`config.mk`:
```
export PLATFORM = sky130hd
export DESIGN_NAME = svg_div
export DESIGN_NICKNAME = d
export VERILOG_FILES = /design/src/rtl/sphere_vertex_generator_assert.svh /design/src/rtl/svg_pkg.sv /design/src/rtl/svg_div.sv
export SDC_FILE = /design/constraint.sdc
export NUM_CORES = 2
export LEC_CHECK = 0
export BUFFER_PORTS_ARGS = -buffer_cell sky130_fd_sc_hd__buf_2
export CORE_ASPECT_RATIO = 0.6
export CORE_MARGIN = 5
export CORE_UTILIZATION = 60
export DETAILED_ROUTE_END_ITERATION = 8
export MAX_ROUTING_LAYER = met4
export PLACE_DENSITY_LB_ADDON = 0.2
export SLEW_MARGIN = 0
export SYNTH_ARGS = -nofsm -noshare
export SYNTH_HDL_FRONTEND = slang
export SYNTH_SLANG_ARGS = --single-unit
```
`constraint.sdc`:
```
create_clock -name clk -period 12.9 [get_ports clk]
set_input_delay 1.935 -clock clk [delete_from_list [all_inputs] [get_ports clk]]
set_output_delay 1.935 -clock clk [all_outputs]
set_load 0.02 [all_outputs]
```
`src/rtl/sphere_vertex_generator_assert.svh`:
```
// Assertion macros shared by the sphere vertex generator RTL.
// Each use expects clk and rst_n in scope.
`ifndef SPHERE_VERTEX_GENERATOR_ASSERT_SVH
`define SPHERE_VERTEX_GENERATOR_ASSERT_SVH

`ifndef ASSERT_OFF
// Property must hold at every edge outside reset.
`define SVG_ASSERT(label, expr) \
  label: assert property (@(posedge clk) disable iff (!rst_n) (expr)) \
    else $error("svg assertion failed");
// Condition in one cycle implies the consequence in the next.
`define SVG_ASSERT_NEXT(label, cond, conseq) \
  label: assert property (@(posedge clk) disable iff (!rst_n) (cond) |=> (conseq)) \
    else $error("svg assertion failed");
`else
`define SVG_ASSERT(label, expr)
`define SVG_ASSERT_NEXT(label, cond, conseq)
`endif

`endif

```
`src/rtl/svg_pkg.sv`:
```
`timescale 1ns / 1ps
package svg_pkg;

  localparam int SEC_W = 11;
  localparam int IDX_W = 11;
  localparam int RAD_W = 16;
  localparam int OUT_W = 17;
  localparam int CFG_W = 16;
  localparam int CFG_IDX_W = 2;

  // long division: 44-bit dividend, 4 quotient bits per stage
  localparam int DVD_W = 44;
  localparam int QUO_W = 32;
  localparam int DIV_STEPS = 4;
  localparam int DIV_STAGES = DVD_W / DIV_STEPS;

  localparam int F_W = 30;
  localparam int MAG_W = 31;
  localparam int Q30_SH = 30;
  localparam logic [MAG_W-1:0] Q30_ONE = 31'h4000_0000;
  localparam logic [31:0] PI_Q30 = 32'd3373259426;

  localparam int POLY_N = 5;
  localparam int unsigned SDIV [POLY_N] = '{6, 20, 42, 72, 110};
  localparam int unsigned CDIV [POLY_N] = '{2, 12, 30, 56, 90};

  localparam int SC_STAGES = 5 + 2 * POLY_N;
  localparam int TAIL_STAGES = 4;
  localparam int PIPE_DEPTH = DIV_STAGES + SC_STAGES + TAIL_STAGES;

  localparam int OUT_LIMIT = 65535;

  typedef enum logic [CFG_IDX_W-1:0] {
    CFG_LAT_SECTORS = 2'd0,
    CFG_LON_SECTORS = 2'd1,
    CFG_RADIUS      = 2'd2
  } cfg_idx_t;

  // sine/cosine in sign-magnitude, Q30 magnitudes
  typedef struct packed {
    logic             s_neg;
    logic             c_neg;
    logic [MAG_W-1:0] s_mag;
    logic [MAG_W-1:0] c_mag;
  } sc_t;

endpackage

```
`src/rtl/svg_div.sv`:
```
`timescale 1ns / 1ps
module svg_div import svg_pkg::*; (
  input  logic             clk,
  input  logic             en,
  input  logic [DVD_W-1:0] dividend,
  input  logic [SEC_W-1:0] divisor,
  output logic [QUO_W-1:0] quotient
);

  logic [SEC_W-1:0] rem_r [DIV_STAGES];
  logic [QUO_W-1:0] quo_r [DIV_STAGES];
  logic [DVD_W-1:0] dvd_r [DIV_STAGES];

  for (genvar k = 0; k < DIV_STAGES; k++) begin : g_stage
    logic [SEC_W-1:0] rem_in;
    logic [QUO_W-1:0] quo_in;
    logic [DVD_W-1:0] dvd_in;
    logic [SEC_W-1:0] rem_nxt;
    logic [QUO_W-1:0] quo_nxt;
    logic [DVD_W-1:0] dvd_nxt;

    if (k == 0) begin : g_first
      assign rem_in = '0;
      assign quo_in = '0;
      assign dvd_in = dividend;
    end else begin : g_next
      assign rem_in = rem_r[k-1];
      assign quo_in = quo_r[k-1];
      assign dvd_in = dvd_r[k-1];
    end

    // restoring division, remainder stays below divisor
    always_comb begin
      logic [SEC_W:0] r2;
      rem_nxt = rem_in;
      quo_nxt = quo_in;
      for (int i = 0; i < DIV_STEPS; i++) begin
        r2 = {rem_nxt, dvd_in[DVD_W-1-i]};
        if (r2 >= {1'b0, divisor}) begin
          rem_nxt = SEC_W'(r2 - {1'b0, divisor});
          quo_nxt = {quo_nxt[QUO_W-2:0], 1'b1};
        end else begin
          rem_nxt = r2[SEC_W-1:0];
          quo_nxt = {quo_nxt[QUO_W-2:0], 1'b0};
        end
      end
      dvd_nxt = dvd_in << DIV_STEPS;
    end

    always_ff @(posedge clk) begin
      if (en) begin
        rem_r[k] <= rem_nxt;
        quo_r[k] <= quo_nxt;
        dvd_r[k] <= dvd_nxt;
      end
    end
  end

  assign quotient = quo_r[DIV_STAGES-1];

endmodule

```
Word-level counts from Yosys, hierarchy flattened:

Memories as Yosys holds them, arrays and structs flattened.
Cells that the tools add are included.

* add/subtract/negate cells: 44
* multipliers: 0
* divide/modulo/power cells: 0
* $lt $le $gt $ge: 44
* equal/unequal tests: 0
* shift operators: 0
* multiplexer cells: 90
* bitwise operators: 0
* reductions and logical operators: 0

Operators with widths (number)
* >= comparator 12 x 11 -> 1 bit: 43
* two-way mux 11 bit: 44
* subtractor 11 bit: 43
* two-way mux 1 bit: 46
* >= comparator 1 x 11 -> 1 bit: 1
* subtractor 1 x 11 -> 11 bit: 1

* register bits: 0
* bits in latches: 0
* RAM bits: 913
* memory bits (read-only): 0
* input port bits: 57
* output and inout bits: 32
* logic and storage cells: 181
* memories kept: 3

Memory list
* dvd_r: words 11, width 40, rd ports 10, clocked after Yosys merged registers in 0, write ports 11, line svg_div.sv:12 `logic [DVD_W-1:0] dvd_r [DIV_STAGES];`
* quo_r: words 11, width 32, rd ports 11, clocked after Yosys merged registers in 0, write ports 11, line svg_div.sv:11 `logic [QUO_W-1:0] quo_r [DIV_STAGES];`
* rem_r: words 11, width 11, rd ports 10, clocked after Yosys merged registers in 0, write ports 11, line svg_div.sv:10 `logic [SEC_W-1:0] rem_r [DIV_STAGES];`

Logic depth before layout (Yosys ltp):

An unclocked memory read counts as a cell.

* depth after elaboration: 9
* depth in mapped cells: 47
* depth with buffers taken out: 44

Worst setup path before layout:

OpenSTA, ideal clock, no wires.

* path kind: input -> register
* from: input divisor[1]
* to: memory rem_r[9][9] (data pin)
* library setup time: 0.261 ns
* arrival time: 11.672 ns
* required time: 12.639 ns
* path slack: 0.967 ns
* cell stages on the path: 40
* buffers on the path: 3
* path through: inv_1 -> ha_1 -> nand4_1 -> o31ai_1 -> a21oi_1 -> clkinv_1 -> buf_1 -> a21oi_1 -> fa_1 -> a21oi_1 -> o21bai_1 -> a2111o_1 -> a21oi_1 -> o22ai_1 -> nor3_2 -> buf_2 -> mux2i_1 -> inv_1 -> (+4 left out) -> o41ai_1 -> o21ai_0 -> nor3_1 -> o311ai_4 -> buf_2 -> mux2i_1 -> ha_1 -> nor2b_1 -> o21ai_1 -> a21oi_1 -> o41ai_1 -> a221oi_1 -> a2111oi_0 -> mux2i_1 -> or2_2 -> nand2_1 -> inv_2 -> a221o_1

RTL lines
* from (decl): line svg_div.sv:6 `input logic [SEC_W-1:0] divisor,`
* to (decl): line svg_div.sv:10

==> reports/summary.txt <==
Status = finished, final reports clean
Synth cell count leaders = 475 x ha_1, 474 x edfxtp_1, 318 x nor2_1, 265 x a21oi_1, 265 x inv_1
WP data required = 13.24 ns
Vias in the first global route = 29,400
Residual DRC = 0
Post-synthesis sequential area ratio = 35.8%
Cells after Synth = 4,002
Hpwl dp = 76,500 µm
Clock-pin slew on the worst setup and hold paths = 0.07 ns
Final WL = 102,000 µm
Critical Path AT = 12.63 ns
Worst hold stages = 0
#FFs+latches synth = 474
Initial antenna violation count = 0
Vias per cell = 6.25
Post-layout util = 65.8%
Final setup vio count = 0
Largest cells by area after synthesis = edfxtp_1 36%, ha_1 15%, mux2_2 3.8%
Hold Fails Final Rpt = 0
Critical path class = input port to flop
Top-count cell post-synth = ha_1
Vias post-DR = 31,800
Largest family of logic cells by synthesized area = compound AO/OA/AOI/OAI gates
Core Area = 65,900 µm²
CTS root buf = clkbuf_16
Worst reg2reg path depth = 41
DIE AREA = 71,600 µm²
Netlist Area Pre-Place = 39,700 µm²
Final worst slack = 0.612 ns
Max FO, Critical Path = 17
Post-CTS Hold Fix Bufs = 0
RSZ-0062 raised after global routing = false
XOR/XNOR Fraction of Synth Area = 5.86%
Startpoint types = input port
Routed wire per std cell = 20.1 µm
Hold Crit Class = flop to flop
Cts repair resizes = 0
Fin crit share = 95.3%
Row count = 73
Ys async rst share = 0%
Detailed-router iteration count before antenna repair = 6
Layout cell share with drive strength beyond 1 = 11.2%
Ys flop type = edfxtp_1
Synth top area share = 35.8%
First-pass GRT wire length = 163,000 µm
Gp weighted congestion = 0.969
Yosys Warn Count = 0
Post-synth top area cell = edfxtp_1
Dpl ws = 0.225 ns
Setup bufs post-CTS = 0
Antenna cells = 0
Initial Util = 60.2%
Clk_lat worst skew = 0.61 ns
Cts bufs inserted = 48
Largest net degree at the start of global routing = 175
Adder-Cell Fraction of Synth Area = 17.1%
Clock sink total = 474
Hold Crit Endpoint = dvd_r[4][24]
Synthesis-to-layout area growth = 9.20%
Setup total negative slack = 0 ns
Slowest CP cell = buf_2
DR iter-0 viols = 3,999
Slew Viols, Final = 0
RR Startpoint = dvd_r[7][39]
Chip Height = 209 µm
Multiplexer share of the synthesized area = 6.06%
GRT Overall Usage = 29.1%
Tmin final = 12.29 ns
Hold Path Origin = dvd_r[3][20]
Clk_skew = 0.0315 ns
Synth cell types = 95
Post-route ant nets = 0
CTS tree = yes
Nets@finish = 4,732
F_max = 81.4 MHz
Compound-cell area share of the yosys netlist = 17.9%
# Max-Cap Violations = 0
Die Wd = 342 µm
Syn Nets = 4,576
IO buf count = 88
Critical Path Sink Type = flop
Congestion Overflow GR = 0
Mean Syn Cell Area = 9.93 µm²
CTS H-tree depth = 2
Deepest clock path buffer count = 3
Worst path most repeated cell = a21oi_1
RR Endpoint = rem_r[8][5]
Hold Slack = 0.409 ns
Synth Area in Simple Gates = 14.0%
EDFF count, synth = 474
I/O Pins = 89
Worst-Margin Slew = 1.17 ns
CP max stage delay = 0.48 ns
Reg2Reg Setup Slack = 1.85 ns
Max-slew headroom = 22.3%
==> worst max-delay path: cells and delay by family <==
| family | cells | cell delay, ns |
|---|---|---|
| buffers and inverters | 5 | 1.32 |
| AND/OR/NAND/NOR | 8 | 1.81 |
| multiplexers | 3 | 0.75 |
| adder cells (fa/ha/maj) | 5 | 1.66 |
| AO/OA/AOI/OAI | 21 | 5.10 |
==> flip-flops by register name, indices dropped and copies added, names as in the netlist <==
register / count
dvd_r: 220
quo_r: 144
rem_r: 110
==> cells by family (layout without fill, tap and decap cells) <==
kind of cell             Yosys count  count (layout)
XOR/XNOR                         266             266
AND/OR/NAND/NOR                 1123            1123
flip-flops                       474             474
adder cells (fa/ha/maj)          517             517
AO/OA/AOI/OAI                   1066            1066
buffers and inverters            335             528
multiplexers                     221             221
==> through the flow <==
| stage | instances | area (µm²) |
|---|---|---|
| global placement | 5008 | 41700 |
| global route | 5095 | 43400 |
| CTS | 5095 | 43400 |
| floorplan | 4002 | 39700 |
| finish | 5095 | 43400 |
| detailed placement | 5008 | 41700 |
==> layout by cell type, fill, tap and decap left out, drive strengths merged, types with 49 or more instances in the layout <==
| master | synthesis | final |
|---|---|---|
| a21o | 86 | 86 |
| a21oi | 267 | 267 |
| buf | 27 | 163 |
| clkbuf | 30 | 54 |
| edfxtp | 474 | 474 |
| ha | 475 | 475 |
| inv | 277 | 283 |
| mux2 | 140 | 140 |
| mux2i | 81 | 81 |
| nand2 | 228 | 228 |
| nand2b | 70 | 70 |
| nand3 | 67 | 67 |
| nand4 | 69 | 69 |
| nor2 | 319 | 319 |
| nor2b | 83 | 83 |
| nor3 | 105 | 105 |
| o21a | 58 | 58 |
| o21ai | 249 | 249 |
| o31ai | 49 | 49 |
| xnor2 | 163 | 163 |
| xor2 | 103 | 103 |
==> cell type report <==
class                           count  area, µm²
Sequential cell                   474      14200
Inverter                          278       1050
Timing Repair Buffer              163       1100
Clock buffer                       54       1270
Fill cell                        5254      22600
Tap cell                          900       1130
Multi-Input combinational cell   3193      24200
Clock inverter                     33        407
==> worst max path at each step <==
stage | startpoint | to | slack (ns) | cells after the start
3_5_place_dp | divisor[0] | rem_r[9][9] | 0.22 | 42
6_report | divisor[0] | rem_r[9][9] | 0.61 | 42
2_1_floorplan | divisor[1] | rem_r[9][9] | 0.97 | 40
3_3_place_gp | divisor[0] | rem_r[9][9] | 0.11 | 42
4_1_cts | divisor[0] | rem_r[9][9] | 0.81 | 42
5_1_grt | divisor[0] | rem_r[4][1] | 0.03 | 44
==> metal layers <==
layer | GRT usage (%) | routed length [µm] | vias up
li1 | - | - | 15400
met1 | 46.5 | 51000 | 14900
met2 | 37.8 | 38700 | 1385
met3 | 6.38 | 11000 | 116
met4 | 4.71 | 1430 | 0
met5 | - | 0 | -
Power is left out: the tool's default activity adds up to more than one toggle a clock period on the data nets, which glitch-free logic cannot reach.
